[src/qei_pkg.sv]
`default_nettype none

package qei_pkg;

	localparam int COUNT_BITS_DEF = 16;
	localparam int CPR_BITS = 17;
	localparam logic [CPR_BITS-1:0] CPR_RESET = 17'd8192;

	localparam int QUOT_BITS = 15;
	localparam int ANGLE_FULL = 23040;
	localparam int ANGLE_MAX = 23039;
	localparam int BAD_LIMIT = 5;
	localparam int NEAR_DIV = 20;

	// phase along the forward sequence 00,10,11,01 of {a,b}
	function automatic logic [1:0] ab_phase(input logic [1:0] ab);
		logic [1:0] ph;
		case (ab)
			2'b00: ph = 2'd0;
			2'b01: ph = 2'd3;
			2'b10: ph = 2'd1;
			2'b11: ph = 2'd2;
			default: ph = 2'd0;
		endcase
		return ph;
	endfunction

endpackage

`default_nettype wire

[src/qei_div.sv]
`default_nettype none

module qei_div #(
	parameter int COUNT_BITS = qei_pkg::COUNT_BITS_DEF
) (
	input  wire logic                             clk,
	input  wire logic                             arst_n,
	input  wire logic                             start,
	input  wire logic [COUNT_BITS-1:0]            dividend_hi,
	input  wire logic [qei_pkg::QUOT_BITS-1:0]    dividend_lo,
	input  wire logic [COUNT_BITS:0]              divisor,
	output logic                                  done,
	output logic [qei_pkg::QUOT_BITS-1:0]         quotient
);
	import qei_pkg::*;

	localparam int CNT_BITS = $clog2(QUOT_BITS);

	logic [COUNT_BITS-1:0] rem_q;
	logic [QUOT_BITS-1:0]  qsh_q;
	logic [CNT_BITS-1:0]   cnt_q;
	logic                  busy_q;
	logic                  done_q;

	logic [COUNT_BITS:0] trial;
	logic [COUNT_BITS:0] diff;
	logic                ge;

	// one restoring step: bring in the next dividend bit, subtract if it fits
	assign trial = {rem_q, qsh_q[QUOT_BITS-1]};
	assign ge    = trial >= divisor;
	assign diff  = trial - divisor;

	always_ff @(posedge clk or negedge arst_n) begin
		if (!arst_n) begin
			busy_q <= 1'b0;
			done_q <= 1'b0;
			cnt_q  <= '0;
		end else begin
			done_q <= 1'b0;
			if (start) begin
				busy_q <= 1'b1;
				cnt_q  <= '0;
			end else if (busy_q) begin
				cnt_q <= cnt_q + 1'b1;
				if (cnt_q == CNT_BITS'(QUOT_BITS - 1)) begin
					busy_q <= 1'b0;
					done_q <= 1'b1;
				end
			end
		end
	end

	always_ff @(posedge clk) begin
		if (start) begin
			rem_q <= dividend_hi;
			qsh_q <= dividend_lo;
		end else if (busy_q) begin
			rem_q <= ge ? diff[COUNT_BITS-1:0] : trial[COUNT_BITS-1:0];
			qsh_q <= {qsh_q[QUOT_BITS-2:0], ge};
		end
	end

	assign done     = done_q;
	assign quotient = qsh_q;

endmodule

`default_nettype wire

[src/quadrature_encoder_index_filter.sv]
// x4 quadrature decoder with index filtering. Each accepted request is one sample of the
// A, B and index pins and yields one result: position, angle in 1/64 degree, index flags,
// the count latched at the last index edge and the index edge total. From acceptance to result a
// sample passes two near-zero checks, the state update, one multiply, and a 15-step restoring
// divider that produces the angle one quotient bit per cycle. in_ready is high only while no
// sample is in work; a finished result may still wait in the output register while the next
// sample is accepted. counts_per_rev is to be written through counts_per_rev_we only while
// idle (the block does not enforce this), and values outside [2, 2^COUNT_BITS] are clamped.
`default_nettype none

module quadrature_encoder_index_filter #(
	parameter int COUNT_BITS = qei_pkg::COUNT_BITS_DEF
) (
	input  wire logic                          clk,
	input  wire logic                          arst_n,
	input  wire logic                          counts_per_rev_we,
	input  wire logic [qei_pkg::CPR_BITS-1:0]  counts_per_rev,
	input  wire logic                          in_valid,
	output logic                               in_ready,
	input  wire logic                          pin_a,
	input  wire logic                          pin_b,
	input  wire logic                          pin_index,
	output logic                               out_valid,
	input  wire logic                          out_ready,
	output logic [15:0]                        position_count,
	output logic [14:0]                        angle_sixtyfourths,
	output logic                               index_valid,
	output logic                               index_edge_seen,
	output logic [15:0]                        latched_index_count,
	output logic [31:0]                        index_total
);
	import qei_pkg::*;

	localparam int MW = COUNT_BITS + 1;
	localparam int CW = (MW > CPR_BITS) ? MW : CPR_BITS;
	localparam int EW = MW + 5;
	localparam int PW = COUNT_BITS + QUOT_BITS;
	localparam int XW = (COUNT_BITS > 16) ? COUNT_BITS : 16;

	localparam logic [2:0] S_IDLE = 3'd0;
	localparam logic [2:0] S_NLO  = 3'd1;
	localparam logic [2:0] S_NHI  = 3'd2;
	localparam logic [2:0] S_UPD  = 3'd3;
	localparam logic [2:0] S_MUL  = 3'd4;
	localparam logic [2:0] S_DST  = 3'd5;
	localparam logic [2:0] S_DIV  = 3'd6;
	localparam logic [2:0] S_DONE = 3'd7;

	logic [2:0] state_q;

	logic [CPR_BITS-1:0]   cpr_q;
	logic [COUNT_BITS-1:0] pos_q;
	logic [1:0]            prev_ab_q;
	logic                  prev_idx_q;
	logic                  found_q;
	logic [2:0]            bad_q;
	logic [COUNT_BITS-1:0] capture_q;
	logic [31:0]           total_q;

	logic [MW-1:0] m_q;
	logic [1:0]    ab_q;
	logic          idx_q;
	logic          near_lo_q;
	logic          near_hi_q;
	logic          edge_q;
	logic          sat_q;
	logic [PW-1:0] product_q;

	logic                  out_valid_q;
	logic [15:0]           out_pos_q;
	logic [14:0]           out_angle_q;
	logic                  out_found_q;
	logic                  out_edge_q;
	logic [15:0]           out_cap_q;
	logic [31:0]           out_total_q;

	// clamp of the configured modulus
	logic [CW-1:0] cpr_x;
	logic [CW-1:0] m_clamp;
	always_comb begin
		cpr_x = CW'(cpr_q);
		if (cpr_x < CW'(2))
			m_clamp = CW'(2);
		else if (cpr_x > (CW'(1) << COUNT_BITS))
			m_clamp = CW'(1) << COUNT_BITS;
		else
			m_clamp = cpr_x;
	end

	// near-zero tests: pre < m/20 and pre > m - m/20, without a divider
	logic [EW-1:0] pre_e;
	logic [EW-1:0] m_e;
	logic [EW-1:0] lo_rhs;
	logic [EW-1:0] hi_rhs;
	assign pre_e  = EW'(pos_q);
	assign m_e    = EW'(m_q);
	assign lo_rhs = EW'(NEAR_DIV) * (pre_e + EW'(1));
	assign hi_rhs = EW'(NEAR_DIV) * (m_e - pre_e + EW'(1));

	// next position from the quadrature step and the index edge
	logic [1:0]            step;
	logic                  edge_now;
	logic [COUNT_BITS-1:0] pos_next;
	logic                  found_next;
	logic [2:0]            bad_next;
	logic [2:0]            bad_inc;
	logic [MW-1:0]         pre_m;
	logic [MW-1:0]         m_dec;
	always_comb begin
		step       = ab_phase(ab_q) - ab_phase(prev_ab_q);
		edge_now   = idx_q && !prev_idx_q;
		pre_m      = MW'(pos_q);
		m_dec      = m_q - MW'(1);
		pos_next   = pos_q;
		found_next = found_q;
		bad_next   = bad_q;
		bad_inc    = bad_q + 3'd1;
		case (step)
			2'd1: pos_next = (pre_m >= m_dec) ? '0 : pos_q + COUNT_BITS'(1);
			2'd3: pos_next = (pos_q == '0 || pre_m >= m_q) ?
				m_dec[COUNT_BITS-1:0] : pos_q - COUNT_BITS'(1);
			default: pos_next = pos_q;
		endcase
		if (edge_now) begin
			if (found_q) begin
				if (near_lo_q || near_hi_q) begin
					pos_next = '0;
					bad_next = '0;
				end else begin
					bad_next = bad_inc;
					if (bad_inc > 3'(BAD_LIMIT))
						found_next = 1'b0;
				end
			end else begin
				pos_next   = '0;
				found_next = 1'b1;
				bad_next   = '0;
			end
		end
	end

	logic                 div_start;
	logic                 div_done;
	logic [QUOT_BITS-1:0] quotient;

	assign div_start = (state_q == S_DST);

	qei_div #(
		.COUNT_BITS(COUNT_BITS)
	) u_div (
		.clk        (clk),
		.arst_n     (arst_n),
		.start      (div_start),
		.dividend_hi(product_q[PW-1:QUOT_BITS]),
		.dividend_lo(product_q[QUOT_BITS-1:0]),
		.divisor    (m_q),
		.done       (div_done),
		.quotient   (quotient)
	);

	logic load_out;
	assign load_out = (state_q == S_DONE) && (!out_valid_q || out_ready);

	logic [XW-1:0] pos_x;
	logic [XW-1:0] cap_x;
	assign pos_x = XW'(pos_q);
	assign cap_x = XW'(capture_q);

	always_ff @(posedge clk or negedge arst_n) begin
		if (!arst_n) begin
			state_q     <= S_IDLE;
			cpr_q       <= CPR_RESET;
			pos_q       <= '0;
			prev_ab_q   <= '0;
			prev_idx_q  <= 1'b1;
			found_q     <= 1'b0;
			bad_q       <= '0;
			capture_q   <= '0;
			total_q     <= '0;
			out_valid_q <= 1'b0;
		end else begin
			if (counts_per_rev_we)
				cpr_q <= counts_per_rev;
			if (out_valid_q && out_ready && !load_out)
				out_valid_q <= 1'b0;
			case (state_q)
				S_IDLE: begin
					if (in_valid)
						state_q <= S_NLO;
				end
				S_NLO: state_q <= S_NHI;
				S_NHI: state_q <= S_UPD;
				S_UPD: begin
					pos_q      <= pos_next;
					prev_ab_q  <= ab_q;
					prev_idx_q <= idx_q;
					found_q    <= found_next;
					bad_q      <= bad_next;
					if (edge_now) begin
						capture_q <= pos_q;
						total_q   <= total_q + 32'd1;
					end
					state_q <= S_MUL;
				end
				S_MUL: state_q <= S_DST;
				S_DST: state_q <= S_DIV;
				S_DIV: begin
					if (div_done)
						state_q <= S_DONE;
				end
				S_DONE: begin
					// hold until the output register is free
					if (load_out) begin
						out_valid_q <= 1'b1;
						state_q     <= S_IDLE;
					end
				end
				default: state_q <= S_IDLE;
			endcase
		end
	end

	always_ff @(posedge clk) begin
		case (state_q)
			S_IDLE: begin
				if (in_valid) begin
					ab_q  <= {pin_a, pin_b};
					idx_q <= pin_index;
					m_q   <= m_clamp[MW-1:0];
				end
			end
			S_NLO: near_lo_q <= m_e >= lo_rhs;
			S_NHI: near_hi_q <= (pre_m > m_q) || (m_e >= hi_rhs);
			S_UPD: edge_q <= edge_now;
			S_MUL: begin
				product_q <= PW'(pos_q) * PW'(ANGLE_FULL);
				sat_q     <= MW'(pos_q) >= m_q;
			end
			default: ;
		endcase
		if (load_out) begin
			out_pos_q   <= pos_x[15:0];
			out_angle_q <= sat_q ? 15'(ANGLE_MAX) : quotient;
			out_found_q <= found_q;
			out_edge_q  <= edge_q;
			out_cap_q   <= cap_x[15:0];
			out_total_q <= total_q;
		end
	end

	assign in_ready            = (state_q == S_IDLE);
	assign out_valid           = out_valid_q;
	assign position_count      = out_pos_q;
	assign angle_sixtyfourths  = out_angle_q;
	assign index_valid         = out_found_q;
	assign index_edge_seen     = out_edge_q;
	assign latched_index_count = out_cap_q;
	assign index_total         = out_total_q;

endmodule

`default_nettype wire

[config.mk]
export PLATFORM = sky130hd
export DESIGN_NAME = quadrature_encoder_index_filter
export DESIGN_NICKNAME = d
export VERILOG_FILES = /design/src/qei_pkg.sv /design/src/qei_div.sv /design/src/quadrature_encoder_index_filter.sv
export SDC_FILE = /design/constraint.sdc
export NUM_CORES = 1
export LEC_CHECK = 0
export ABC_CLOCK_PERIOD_IN_PS = 15550
export BUFFER_PORTS_ARGS = -buffer_cell sky130_fd_sc_hd__buf_4
export CORE_UTILIZATION = 65
export DETAILED_ROUTE_END_ITERATION = 10
export GPL_ROUTABILITY_DRIVEN = 0
export GPL_TIMING_DRIVEN = 0
export HOLD_SLACK_MARGIN = 0.02
export PLACE_DENSITY = 0.88
export SKIP_CTS_REPAIR_TIMING = 1
export SLEW_MARGIN = 10
export SYNTH_ARGS = -nofsm -noshare
export SYNTH_HDL_FRONTEND = slang
export SYNTH_SLANG_ARGS = --single-unit
[constraint.sdc]
create_clock -name clk -period 15.55 [get_ports clk]
set_input_delay 0 -clock clk [delete_from_list [all_inputs] [get_ports clk]]
set_output_delay 0 -clock clk [all_outputs]
set_load 0.05 [all_outputs]
Word level (Yosys, flattened, before mapping)
Index checks and enable logic that the tools add are counted.
{"block": "op_classes", "add_sub_neg": 11, "mul": 3, "div_mod_pow": 0, "n_lt_le_gt_ge": 9, "eq_ne": 19, "shifts": 0, "muxes": 34, "bitwise": 0, "reduce_logical": 20}
{"operator": "16-bit two-way mux", "n": 8}
{"operator": "17-bit by 22-bit >= comparator with 1-bit output", "n": 2}
{"operator": "16-bit by 17-bit >= comparator with 1-bit output", "n": 2}
{"operator": "32-bit by 1-bit adder with 32-bit output, second input constant", "n": 1}
{"operator": "16-bit one-hot mux with 2 select lines", "n": 1}
{"operator": "15-bit two-way mux", "n": 2}
{"operator": "3-bit one-hot mux with 8 select lines", "n": 1}
{"operator": "16-bit by 6-bit multiplier with 22-bit output, second input constant", "n": 1}
{"operator": "3-bit by 22-bit multiplier with 20-bit output, first input constant", "n": 1}
{"operator": "3-bit by 17-bit multiplier with 20-bit output, first input constant", "n": 1}
{"operator": "18-bit by 2-bit adder with 19-bit output, second input constant", "n": 1}
{"operator": "17-bit by 16-bit subtractor with 18-bit output", "n": 1}
{"operator": "16-bit by 1-bit adder with 17-bit output, second input constant", "n": 1}
{"operator": "17-bit >= comparator", "n": 1}
{"operator": "16-bit by 17-bit > comparator with 1-bit output", "n": 1}
{"operator": "17-bit > comparator, second input constant", "n": 1}
{"operator": "17-bit by 2-bit < comparator with 1-bit output, second input constant", "n": 1}
{"operator": "17-bit two-way mux", "n": 1}
{"operator": "17-bit by 1-bit subtractor with 17-bit output, second input constant", "n": 1}
{"operator": "16-bit by 1-bit adder with 16-bit output, second input constant", "n": 1}
{"operator": "16-bit logical NOT", "n": 1}
{"operator": "2-bit one-hot mux with 4 select lines", "n": 2}
{"operator": "16-bit by 1-bit subtractor with 16-bit output, second input constant", "n": 1}
{"operator": "16-bit subtractor", "n": 1}
{"operator": "24 further kinds", "n": 61}
{"block": "totals", "reg_bits": 256, "latchBits": 0, "ram_bits": 0, "mem_bits_ro": 0, "in_bits": 25, "output_inout_bits": 83, "word_cells": 127, "mem_count": 0}

Longest topological paths before layout
Gate-level depths: netlist (run 1).
{"block": "logic_depth", "word_depth": 8, "mapped_depth": 26, "depth_no_buf": 26}

Modules after synthesis
Synthesis (run 1) repeated with hierarchy kept, for this count alone.
{"block": "hier_totals", "cells_unflattened": 1671, "hier_area_um2": 17599.4}
{"mod": "quadrature_encoder_index_filter", "instances": 1, "cells_per_inst": 1426, "area_per_inst_um2": 15004.4, "seq_area_each_um2": 6118.4}
{"mod": "qei_div", "instances": 1, "cells_per_inst": 245, "area_per_inst_um2": 2595.0, "seq_area_each_um2": 1081.0}

Worst setup path before layout (run 1)
Ideal clock, no wire load.
{"block": "synth_timing", "path_type": "reg2reg", "start": "reg pos_q[2]", "end": "reg near_hi_q, data pin", "setup_ns": 0.263, "t_arrival_ns": 5.385, "t_required_ns": 15.287, "slack_ns": 9.902, "path_stages_with_launch": 27, "path_buffers": 2, "period_less_slack_ns": 5.648, "cell_sequence": "dfrtp_1 -> clkbuf_1 -> inv_1 -> ha_1 -> buf_4 -> a211oi_2 -> nor2_1 -> xor2_1 -> nand3_2 -> nor4_4 -> nor2_1 -> ha_1 -> ha_1 -> or2_2 -> o31a_1 -> a31oi_1 -> nor2b_1 -> o21a_1 -> nor2_1 -> xor2_1 -> ha_1 -> o21ai_0 -> nor2_1 -> a211oi_1 -> o211ai_1 -> o2111ai_1 -> o31ai_2"}
{"block": "synth_between", "elab_chain_cells": 5, "elab_cells_between_ends": 6, "cone_classes": "add/sub (2); mul (1); order compare (2); reduce/logical (1)"}
{"item": "from (decl)", "line": "quadrature_encoder_index_filter.sv:52", "rtl": "logic [COUNT_BITS-1:0] pos_q;"}
{"item": "from (signal assigned)", "line": "quadrature_encoder_index_filter.sv:194", "rtl": "pos_q <= pos_next;"}
{"item": "17-bit by 16-bit subtractor with 18-bit output", "line": "quadrature_encoder_index_filter.sv:98", "rtl": "assign hi_rhs = EW'(NEAR_DIV) * (m_e - pre_e + EW'(1));"}
{"item": "18-bit by 2-bit adder with 19-bit output", "line": "quadrature_encoder_index_filter.sv:98"}
{"item": "3-bit by 22-bit multiplier with 20-bit output", "line": "quadrature_encoder_index_filter.sv:98"}
{"item": "17-bit by 22-bit >= comparator with 1-bit output", "line": "quadrature_encoder_index_filter.sv:233", "rtl": "S_NHI: near_hi_q <= (pre_m > m_q) || (m_e >= hi_rhs);"}
{"item": "1-bit logical OR (*)", "line": "quadrature_encoder_index_filter.sv:233"}
{"item": "to (signal assigned)", "line": "quadrature_encoder_index_filter.sv:233"}
{"item": "to (decl)", "line": "quadrature_encoder_index_filter.sv:64", "rtl": "logic near_hi_q;"}
Mark *: on every way between the ends. The rest lies on a longest branch, timed or not.
A chain may end at the register's enable or synchronous reset.

Final worst setup path (run 1)
Same ends and word-level chain as after synthesis.

==> results of run 1 <==
-- layout make-up --
| cell class | instances | area, µm² | share of cell area (%) |
|---|---|---|---|
| buffer | 44 | 208 | 1.05 |
| sequential | 256 | 7200 | 36.3 |
| timing repair buffer | 134 | 1110 | 5.61 |
| tap | 335 | 419 | 2.11 |
| clock inverter | 12 | 113 | 0.568 |
| multi-input combinational | 1190 | 9510 | 48.0 |
| inverter | 152 | 571 | 2.88 |
| clock buffer | 36 | 698 | 3.52 |
-- state kept, by name (all words and copies together), names as in the netlist, 2 cells and up --
register             count
u_div.quotient          15
pos_q                   16
prev_ab_q                2
state_q                  3
bad_q                    3
u_div.cnt_q              4
m_q                     17
position_count          16
total_q                 32
product_q               22
angle_sixtyfourths      15
index_total             32
latched_index_count     16
ab_q                     2
cpr_q                   17
u_div.rem_q             16
cap_x                   16
-- where the power goes --
part,switching (mW),internal (mW),total [mW]
clock,0.268,0.334,0.601
combinational,1.80,1.23,3.03
sequential,0.150,1.01,1.16
-- layer usage --
layer	share of wire (%)	global-route usage (%)	vias up
met1	38	38.2	6558
met4	5.5	15.6	0
met3	7.5	4.50	183
met2	49	55.7	663
li1	-	-	6220
met5	0	0	-
-- how the worst max path moves through the flow --
stage                        start   endpoint  slack [ns]  depth (start not counted)
after floorplan           pos_q[2]  near_hi_q        9.90                         26
after global placement    pos_q[2]  near_hi_q        9.05                         26
after detailed placement  pos_q[2]  near_hi_q        8.81                         26
after CTS                 pos_q[2]  near_hi_q        8.78                         26
after global routing      pos_q[2]  near_hi_q        8.27                         26
final                     pos_q[2]  near_hi_q        8.43                         26
-- stage by stage --
| stage | instances | instance area, µm² |
|---|---|---|
| after global placement | 2083 | 18700 |
| final | 2159 | 19800 |
| after floorplan | 1642 | 17500 |
| after detailed placement | 2086 | 18800 |
| after global routing | 2159 | 19800 |
| after CTS | 2134 | 19600 |
-- cells in the mapped netlist, types with 33 or more instances --
| master | n |
|---|---|
| sky130_fd_sc_hd__a21oi_1 | 70 |
| sky130_fd_sc_hd__and2_1 | 33 |
| sky130_fd_sc_hd__dfrtp_1 | 96 |
| sky130_fd_sc_hd__edfxtp_1 | 158 |
| sky130_fd_sc_hd__ha_1 | 199 |
| sky130_fd_sc_hd__inv_1 | 150 |
| sky130_fd_sc_hd__mux2_2 | 38 |
| sky130_fd_sc_hd__nand2_1 | 91 |
| sky130_fd_sc_hd__nand3_1 | 57 |
| sky130_fd_sc_hd__nor2_1 | 94 |
| sky130_fd_sc_hd__nor3_1 | 33 |
| sky130_fd_sc_hd__o21ai_0 | 60 |
| sky130_fd_sc_hd__xnor2_1 | 105 |
| sky130_fd_sc_hd__xor2_1 | 40 |
-- kinds of logic (layout without fill, tap and decap cells) --
kind of cell / Yosys count / in the layout / synth area share, %
and+or+nand+nor: 463 / 463 / 14.0
AOI/OAI and AO/OA: 285 / 285 / 11.2
DFF: 256 / 256 / 41.2
buffers and inverters: 196 / 378 / 4.45
xor gates and xnor gates: 147 / 147 / 7.45
muxes: 66 / 66 / 4.05
adders and majority gates: 229 / 229 / 17.7
-- worst max-delay path: stages (launching register included) --
cell and delay [ns]:
sky130_fd_sc_hd__dfrtp_1 0.58, sky130_fd_sc_hd__clkbuf_1 0.45, sky130_fd_sc_hd__inv_1 0.18, sky130_fd_sc_hd__ha_1 0.32, sky130_fd_sc_hd__buf_4 0.16, sky130_fd_sc_hd__a211oi_2 0.26, sky130_fd_sc_hd__nor2_1 0.09, sky130_fd_sc_hd__xor2_1 0.42
sky130_fd_sc_hd__nand3_2 0.22, sky130_fd_sc_hd__nor4_4 0.50, sky130_fd_sc_hd__nor2_1 0.14, sky130_fd_sc_hd__ha_1 0.30, sky130_fd_sc_hd__ha_1 0.34, sky130_fd_sc_hd__or2_2 0.33, sky130_fd_sc_hd__o31a_1 0.12, sky130_fd_sc_hd__a31oi_1 0.29
sky130_fd_sc_hd__nor2b_1 0.09, sky130_fd_sc_hd__o21a_1 0.20, sky130_fd_sc_hd__nor2_1 0.12, sky130_fd_sc_hd__xor2_1 0.09, sky130_fd_sc_hd__ha_1 0.28, sky130_fd_sc_hd__o21ai_0 0.11, sky130_fd_sc_hd__nor2_1 0.18, sky130_fd_sc_hd__o211ai_1 0.13
sky130_fd_sc_hd__o211ai_1 0.10, sky130_fd_sc_hd__o2111ai_1 0.17, sky130_fd_sc_hd__o31ai_2 0.64
==> metrics.md, run 1 <==
| Metric | Value |
|---|---|
| Result of the run | `complete, but fails checks` |
| Violations in the final reports | `design-rule violations, negative hold slack` |
| Initial cell density of the core | `approximately two thirds` |
| Number of violations reported at the end of detailed-routing iteration 0 | `~1400` |
| Max-cap viol count | `0` |
| Global router's overall resource usage | `between 30% and 40%` |
| Number of buffers inserted during clock tree synthesis | `26` |
| Root Buffer | `sky130_fd_sc_hd__clkbuf_16` |
| Highest net fanout along the worst path | `9` |
| Power consumption | `roughly 4.8 mW` |
| DIE HEIGHT | `166 µm` |
| Area added between synthesis and finish | `13.5%` |
| Remaining design rule violation count | `7` |
| Aggregate global routing overflow | `0` |
| Final Worst Setup Slack | `8.43 ns` |
| Final setup TNS | `0 ns` |
| Later-pin clock latency in the skew report | `0.55 ns` |
| DIE WIDTH | `166 µm` |
| Number of standard cells after synthesis | `about 1600` |
| Count of nets after finishing | `between 2000 and 2500` |
| Worst Reg-to-Reg Cells | `26` |
| Most area-hungry cell type in the Yosys netlist | `sky130_fd_sc_hd__edfxtp_1` |
| Setup skew after layout | `0.0153 ns` |
| Most frequent standard cell in the layout excluding fill and tap cells | `sky130_fd_sc_hd__ha_1` |
| Drt total wl | `between 40000 and 50000 µm` |
| Worst setup SP type | `flop` |
| Combined area of all synthesized cells | `0.0175 mm²` |
| Fin. Hold Viols | `4` |
| Share of cells above drive strength 1 | `between 10% and 20%` |
| Worst-path clk slew | `approximately 0.070 ns` |
| Worst slack at placement | `a little under 9 ns` |
| Post-Syn Nets | `roughly 1900` |
| Top achievable clock speed | `0.141 GHz` |
| Endpoint of the worst register-to-register path | `near_hi_q` |
| Die area | `between 0.02 and 0.03 mm²` |
| Most used flip-flop cell after synthesis | `sky130_fd_sc_hd__edfxtp_1` |
| Required time at the endpoint of the critical path | `~16 ns` |
| Core footprint | `~0.026 mm²` |
| Ys async rst share | `38.3%` |
| Number of buffers between clock root and the deepest sink | `3` |
| Actual transition at the worst max-transition pin | `between 1 and 1.5 ns` |
| Area share of the largest cell type after synthesis | `27.1%` |
| Type of destination of the critical path | `flop` |
| Clock period minus final worst setup slack | `7.12 ns` |
| # clock sinks | `roughly 260` |
| Lkg Pwr | `between 8 and 9 nW` |
| Antenna fix cells | `0` |
| Fillers | `between 1500 and 2000` |
| Final core utilization | `between 70% and 80%` |
| Max-slew violation count | `0` |
| Period utilisation layout | `a little under half` |
| Half-perimeter wire length after placement | `approximately 31000 µm` |
| First-pass GRT wire length | `between 60000 and 70000 µm` |
| Vias in the first global route | `13500` |
| Startpoint of the worst register-to-register path | `pos_q[2]` |
| Synthesized area per cell | `around 11 µm²` |
| Register bit count reported by yosys | `~260` |
| Register-to-Register Setup Slack | `8.43 ns` |
| Worst hold path stage count | `2` |
| Maximum number of pins on one net before global-route repair | `65` |
| Worst Hold Launch | `counts_per_rev_we` |
| Hold Path Sink | `cpr_q[0]` |
| Kind of critical path | `reg2reg` |
| Worst-case vdd ir drop | `~0.15 mV` |
| Worst-case hold slack | `-0.00464 ns` |
| Tightest slew margin relative to the limit | `between 20% and 30%` |
| Synthesis Warnings | `0` |
| Setup violators final | `0` |
| Unrepaired setup endpoints after global routing | `no` |
| Antenna violation net count after detailed routing | `0` |
| Worst hold-check path type | `in2reg` |
| Areal power density over the cells | `242 mW/mm²` |
| CTS tree | `done` |
| Number of enable-type register cells in the synthesized netlist | `approximately 160` |
| WP data arrival | `7.36 ns` |
| DR pass1 iterations | `8` |
| Routed vias | `13600` |
| Yosys cell types | `94` |
| Vias/cell | `6.31` |
| Input/output buffers | `about 110` |
| Commonest cells after routing, fill and taps aside | `199 x sky130_fd_sc_hd__ha_1, 158 x sky130_fd_sc_hd__edfxtp_1, 150 x sky130_fd_sc_hd__inv_1` |
| Standard-cell row count | `59` |
| Antenna violations before repair | `0` |
| H-tree level count | `1` |
| Proportion of synthesized chip area in sequential cells | `around two fifths` |
| Post-DR wirelength/cell | `between 20 and 25 µm` |
| Top post-synthesis cells by area | `sky130_fd_sc_hd__edfxtp_1 27%, sky130_fd_sc_hd__ha_1 14%, sky130_fd_sc_hd__dfrtp_1 14%` |
| Number of ports placed on the die boundary | `~110` |
Note: power is estimated with default switching activity, not from simulation.
==> run 2, diff against run 1 <==
ABC_CLOCK_PERIOD_IN_PS = 7400   (was 15550)
CORE_UTILIZATION = 62   (was 65)
PLACE_DENSITY = 0.85   (was 0.88)
clock period = 7.4 ns   (was 15.55 ns; I/O delays follow)
==> run 2 against run 1 <==
Compared with the run above:
- the run now ends clean
- core utilization fell by 4.1 points
- combinational power increased by 110%
- critical path depth fell by 1
- wire length down 3.6%
- clock-buffer cell count grew 2
- global-route usage down 3.0 points
- flip-flop and latch count unchanged
- critical endpoint unchanged
- largest cell class unchanged
==> metrics.md, run 2 (synthesis results as in run 1) <==
| Metric | Value |
|---|---|
| Instance count after placement with tap cells included | `roughly 2100` |
| Worst-path clk slew | `about 0.070 ns` |
| Die area | `0.0289 mm²` |
| Worst-case vdd ir drop | `0.250 mV` |
| Busiest grt layer | `met2` |
| Portion of total power attributed to the clock network | `12.6%` |
| Routed vias | `between 10000 and 15000` |
| GR met3 Demand/Resource | `3.77%` |
| Vias/cell | `between 6 and 7` |
| Period utilisation layout | `around nine tenths` |
| Areal power density over the cells | `around 500 mW/mm²` |
| Number of ports placed on the die boundary | `~110` |
| Setup violators final | `0` |
| Standard-cell row count | `slightly above 60` |
| Placement-stage cell area | `between 0.015 and 0.02 mm²` |
| Setup skew after layout | `between 0.015 and 0.02 ns` |
| WP data arrival | `7.03 ns` |
| Global routing usage on met2 | `between 50% and 60%` |
| Final setup TNS | `0 ns` |
| Met1 Track Usage GR | `~36%` |
| Root Buffer | `sky130_fd_sc_hd__clkbuf_16` |
| Area added between synthesis and finish | `13.8%` |
| # clock sinks | `between 200 and 300` |
| Post-DR wirelength/cell | `slightly below 20 µm` |
| Switching share of power | `around 46%` |
| Antenna fix cells | `0` |
| Post-route non-filler standard cell count | `about 2200` |
| Crit path largest cell delay | `just over 0.8 ns` |
| Drt total wl | `approximately 43000 µm` |
| Max-cap viol count | `0` |
| Unrepaired setup endpoints after global routing | `no` |
| Fillers | `1846` |
| Total internal power | `approximately 5.4 mW` |
| Type of destination of the critical path | `flop` |
| Worst hold-check path type | `in2reg` |
| Sequential share of power | `between 20% and 30%` |
| Actual transition at the worst max-transition pin | `~1.1 ns` |
| CTS tree | `done` |
| Share of cells above drive strength 1 | `approximately 14%` |
| Number of buffers between clock root and the deepest sink | `3` |
| Later-pin clock latency in the skew report | `0.55 ns` |
| Proportion of power drawn by combinational gates | `between 60% and 70%` |
| Number of violations reported at the end of detailed-routing iteration 0 | `~1200` |
| Lkg Pwr | `around 8.7 nW` |
| DIE WIDTH | `170 µm` |
| Clock period minus final worst setup slack | `just under 7 ns` |
| Fin. Hold Viols | `0` |
| Required time at the endpoint of the critical path | `a little under 8 ns` |
| Max-slew violation count | `0` |
| Most frequent standard cell in the layout excluding fill and tap cells | `sky130_fd_sc_hd__ha_1` |
| Maximum number of pins on one net before global-route repair | `99` |
| Worst-case hold slack | `between 0.01 and 0.015 ns` |
| Antenna violations before repair | `0` |
| Core footprint | `roughly 0.028 mm²` |
| DR pass1 iterations | `11` |
| Result of the run | `complete, no violations` |
| Commonest cells after routing, fill and taps aside | `199 x sky130_fd_sc_hd__ha_1, 158 x sky130_fd_sc_hd__edfxtp_1, 150 x sky130_fd_sc_hd__inv_1` |
| Count of nets after finishing | `about 2100` |
| Top achievable clock speed | `around 0.15 GHz` |
| H-tree level count | `1` |
| Global router's overall resource usage | `between 20 and 30%` |
| Antenna violation net count after detailed routing | `0` |
| Half-perimeter wire length after placement | `30700 µm` |
| Vias in the first global route | `13200` |
| Tightest slew margin relative to the limit | `a little over a quarter` |
| Total non-filler cell area in the finished layout | `0.0199 mm²` |
| Highest net fanout along the worst path | `13` |
| Initial cell density of the core | `62.9%` |
| Aggregate global routing overflow | `0` |
| First-pass GRT wire length | `approximately 66000 µm` |
| DIE HEIGHT | `approximately 170 µm` |
| Number of buffers inserted during clock tree synthesis | `26` |
| Final core utilization | `71.6%` |
| Worst setup SP type | `flop` |
| Remaining design rule violation count | `0` |
| Kind of critical path | `reg2reg` |
| Net switching power figure | `around 4.6 mW` |
| Max stage delay cell, worst path | `sky130_fd_sc_hd__dfrtp_1` |
| Input/output buffers | `between 100 and 150` |
==> run 2: per-layer routing <==
layer	up-vias	part of all wire, %
met5	-	0
met4	0	4.2
met3	142	6.4
met2	566	50
met1	6510	39
li1	6236	-
==> run 2: final timing paths <==
check	end	start	slack, ns	depth (start not counted)
worst max-delay path	near_hi_q	pos_q[0]	0.66	25
worst min-delay path	cpr_q[6]	counts_per_rev_we	0.01	2
worst max register to register	near_hi_q	pos_q[0]	0.66	25
worst min register to register	index_edge_seen	edge_q	0.44	0
max in group asynchronous	u_div.cnt_q[0]	arst_n	6.12	3
min in group asynchronous	total_q[23]	arst_n	0.03	3
==> run 2: final cells by class <==
| type | instances | area [µm²] | area share [%] |
|---|---|---|---|
| Multi-Input combinational cell | 1190 | 9510 | 47.8 |
| Sequential cell | 256 | 7200 | 36.2 |
| Timing Repair Buffer | 133 | 1110 | 5.57 |
| Clock buffer | 38 | 746 | 3.75 |
| Inverter | 152 | 571 | 2.87 |
| Tap cell | 378 | 473 | 2.38 |
| Buffer | 44 | 208 | 1.04 |
| Clock inverter | 10 | 72.6 | 0.365 |
==> run 2: stage by stage <==
step	worst slack [ns]	power, mW
2_1_floorplan	1.75	7.13
3_3_place_gp	0.799	8.24
3_5_place_dp	0.733	8.55
4_1_cts	0.741	9.87
5_1_grt	0.343	10.7
6_report	0.661	9.98
==> run 2: worst max-delay path, delay by kind of cell, from the launching register on <==
| family | cells | cell delay (ns) |
|---|---|---|
| DFF | 1 | 0.82 |
| buffers and inverters | 1 | 0.06 |
| AOI/OAI and AO/OA | 9 | 1.88 |
| adders and majority gates | 5 | 1.63 |
| xor gates and xnor gates | 2 | 0.49 |
| and+or+nand+nor | 8 | 1.61 |
==> run 2: power groups by stage <==
stage / logic (mW) / registers (mW) / clock network [mW]
after global placement: 5.80 / 2.45 / 0
final: 6.28 / 2.44 / 1.25
after detailed placement: 6.11 / 2.44 / 0
after floorplan: 4.36 / 2.77 / 0
after CTS: 6.19 / 2.42 / 1.26
after global routing: 6.92 / 2.48 / 1.31
==> run 3, diff against run 2 <==
REMOVE_ABC_BUFFERS = 1   (was default)
==> run 3 against run 2 <==
Compared with the run above:
- clock-buffer cell count decreased by 1
- global-route usage increased by 0.62 points
- die area unchanged
- non-clock buffer count decreased by 21
- power increased by 1.5%
- setup slack got worse by 0.11 ns
- sequential share of layout area decreased by 0.16 points
- critical endpoint unchanged
==> metrics.md, run 3 (synthesis results as in run 1) <==
| Metric | Value |
|---|---|
| Routed vias | `~13000` |
| Initial cell density of the core | `between 60% and 70%` |
| Core footprint | `roughly 0.028 mm²` |
| Number of buffers between clock root and the deepest sink | `3` |
| Kind of critical path | `reg2reg` |
| Max stage delay cell, worst path | `sky130_fd_sc_hd__dfrtp_1` |
| Amount of wire on met3 after detailed routing | `around 3500 µm` |
| Total internal power | `5.45 mW` |
| Clock period minus final worst setup slack | `6.85 ns` |
| First-pass GRT wire length | `67000 µm` |
| Post-DR wirelength/cell | `20.3 µm` |
| Input/output buffers | `107` |
| Fin. Hold Viols | `0` |
| Number of ports placed on the die boundary | `about 110` |
| Count of nets after finishing | `2036` |
| Result of the run | `complete, no violations` |
| Maximum number of pins on one net before global-route repair | `99` |
| Max-slew violation count | `0` |
| Most frequent standard cell in the layout excluding fill and tap cells | `sky130_fd_sc_hd__ha_1` |
| CTS tree | `done` |
| Total non-filler cell area in the finished layout | `around 0.02 mm²` |
| Antenna violations before repair | `0` |
| Switching share of power | `a little under half` |
| Number of violations reported at the end of detailed-routing iteration 0 | `between 1000 and 1500` |
| Vias/cell | `between 6 and 7` |
| Root Buffer | `sky130_fd_sc_hd__clkbuf_16` |
| Type of destination of the critical path | `flop` |
| Antenna violation net count after detailed routing | `0` |
| Number of buffers inserted during clock tree synthesis | `26` |
| Placement-stage cell area | `roughly 0.019 mm²` |
| Vias in the first global route | `approximately 14000` |
| Aggregate global routing overflow | `0` |
| Areal power density over the cells | `a little over 500 mW/mm²` |
| Share of cells above drive strength 1 | `13.5%` |
| Crit path largest cell delay | `roughly 0.74 ns` |
| Tightest slew margin relative to the limit | `between 20% and 30%` |
| Top achievable clock speed | `approximately 0.15 GHz` |
| # clock sinks | `256` |
| Antenna fix cells | `0` |
| Sequential share of power | `around a quarter` |
| Wire length the detailed router placed on met1 | `16900 µm` |
| Power consumption | `10.1 mW` |
| DIE WIDTH | `around 170 µm` |
| Setup skew after layout | `0.0144 ns` |
| H-tree level count | `1` |
| DIE HEIGHT | `around 170 µm` |
| Worst-case vdd ir drop | `approximately 0.29 mV` |
| Area added between synthesis and finish | `14.3%` |
| Top routing layer in use | `met4` |
| Net switching power figure | `about 4.7 mW` |
| Drt total wl | `44300 µm` |
| Remaining design rule violation count | `0` |
| Global router's overall resource usage | `~30%` |
| Standard-cell row count | `61` |
| Final setup TNS | `0 ns` |
| Beginning of the critical path | `pos_q[0]` |
| Commonest cells after routing, fill and taps aside | `199 x sky130_fd_sc_hd__ha_1, 158 x sky130_fd_sc_hd__edfxtp_1, 150 x sky130_fd_sc_hd__inv_1` |
| Unrepaired setup endpoints after global routing | `no` |
| Startpoint of the worst register-to-register path | `pos_q[0]` |
| Required time at the endpoint of the critical path | `7.68 ns` |
| WP data arrival | `7.13 ns` |
| Die area | `just under 0.03 mm²` |
| Actual transition at the worst max-transition pin | `~1.1 ns` |
| Lkg Pwr | `a little under 9 nW` |
| Max-cap viol count | `0` |
| Setup violators final | `0` |
| Later-pin clock latency in the skew report | `0.54 ns` |
| Worst hold-check path type | `in2async` |
| Worst-path clk slew | `0.07 ns` |
| Proportion of power drawn by combinational gates | `between 60% and 70%` |
| Final core utilization | `between 70 and 80%` |
| Total length of routed met2 wires | `~22000 µm` |
| Highest net fanout along the worst path | `13` |
| DR pass1 iterations | `6` |
| Period utilisation layout | `slightly above 90%` |
| Worst setup SP type | `flop` |
| Half-perimeter wire length after placement | `slightly above 30000 µm` |
| Portion of total power attributed to the clock network | `12.8%` |
run 3: path summary, 6_finish.rpt:
| kind | end | slack, ns | cells after the start |
|---|---|---|---|
| setup / recovery | near_hi_q | 0.55 | 25 |
| hold / removal | cap_x[12] | 0.03 | 3 |
| setup reg to reg | near_hi_q | 0.55 | 25 |
| hold reg to reg | index_edge_seen | 0.43 | 0 |
| max in group asynchronous | cap_x[10] | 6.45 | 3 |
| min in group clk | ab_q[0] | 0.19 | 2 |
run 3: per-stage QoR:
step                setup WS (ns)  hold slack (ns)  cells
global placement            0.836            0.180   2083
detailed placement          0.719            0.181   2089
floorplan                    1.77           -0.296   1598
global route                0.295            0.105   2180
CTS                         0.671           -0.362   2137
finish                      0.547           0.0325   2180
run 3: layout make-up:
cell class / count / area (µm²)
clock buffer: 37 / 733
timing repair buffer: 156 / 1380
sequential: 256 / 7200
fill: 1828 / 7800
multi-input combinational: 1190 / 9530
clock inverter: 11 / 96.3
inverter: 152 / 571
tap: 378 / 473
run 3: routing by layer:
layer | global-route usage, % | up-vias
met2 | 50.3 | 623
met5 | 0 | -
met1 | 36.1 | 6496
met3 | 5.21 | 193
met4 | 13.1 | 0
li1 | - | 6183
run 3: power groups by stage:
stage	Combinational [mW]	Clock, mW	Sequential [mW]
after global placement	5.74	0	2.50
after floorplan	4.27	0	2.80
final	6.32	1.30	2.50
after global routing	6.98	1.35	2.53
after CTS	6.21	1.30	2.48
after detailed placement	6.11	0	2.49
run 3: critical path: cells and delay by family (launching register included):
family          cells  cell delay (ns)
compound gates      9             1.97
simple gates        8             1.67
flops               1             0.74
fa+ha+maj           5             1.56
buf+inv             1             0.06
xor+xnor            2             0.59
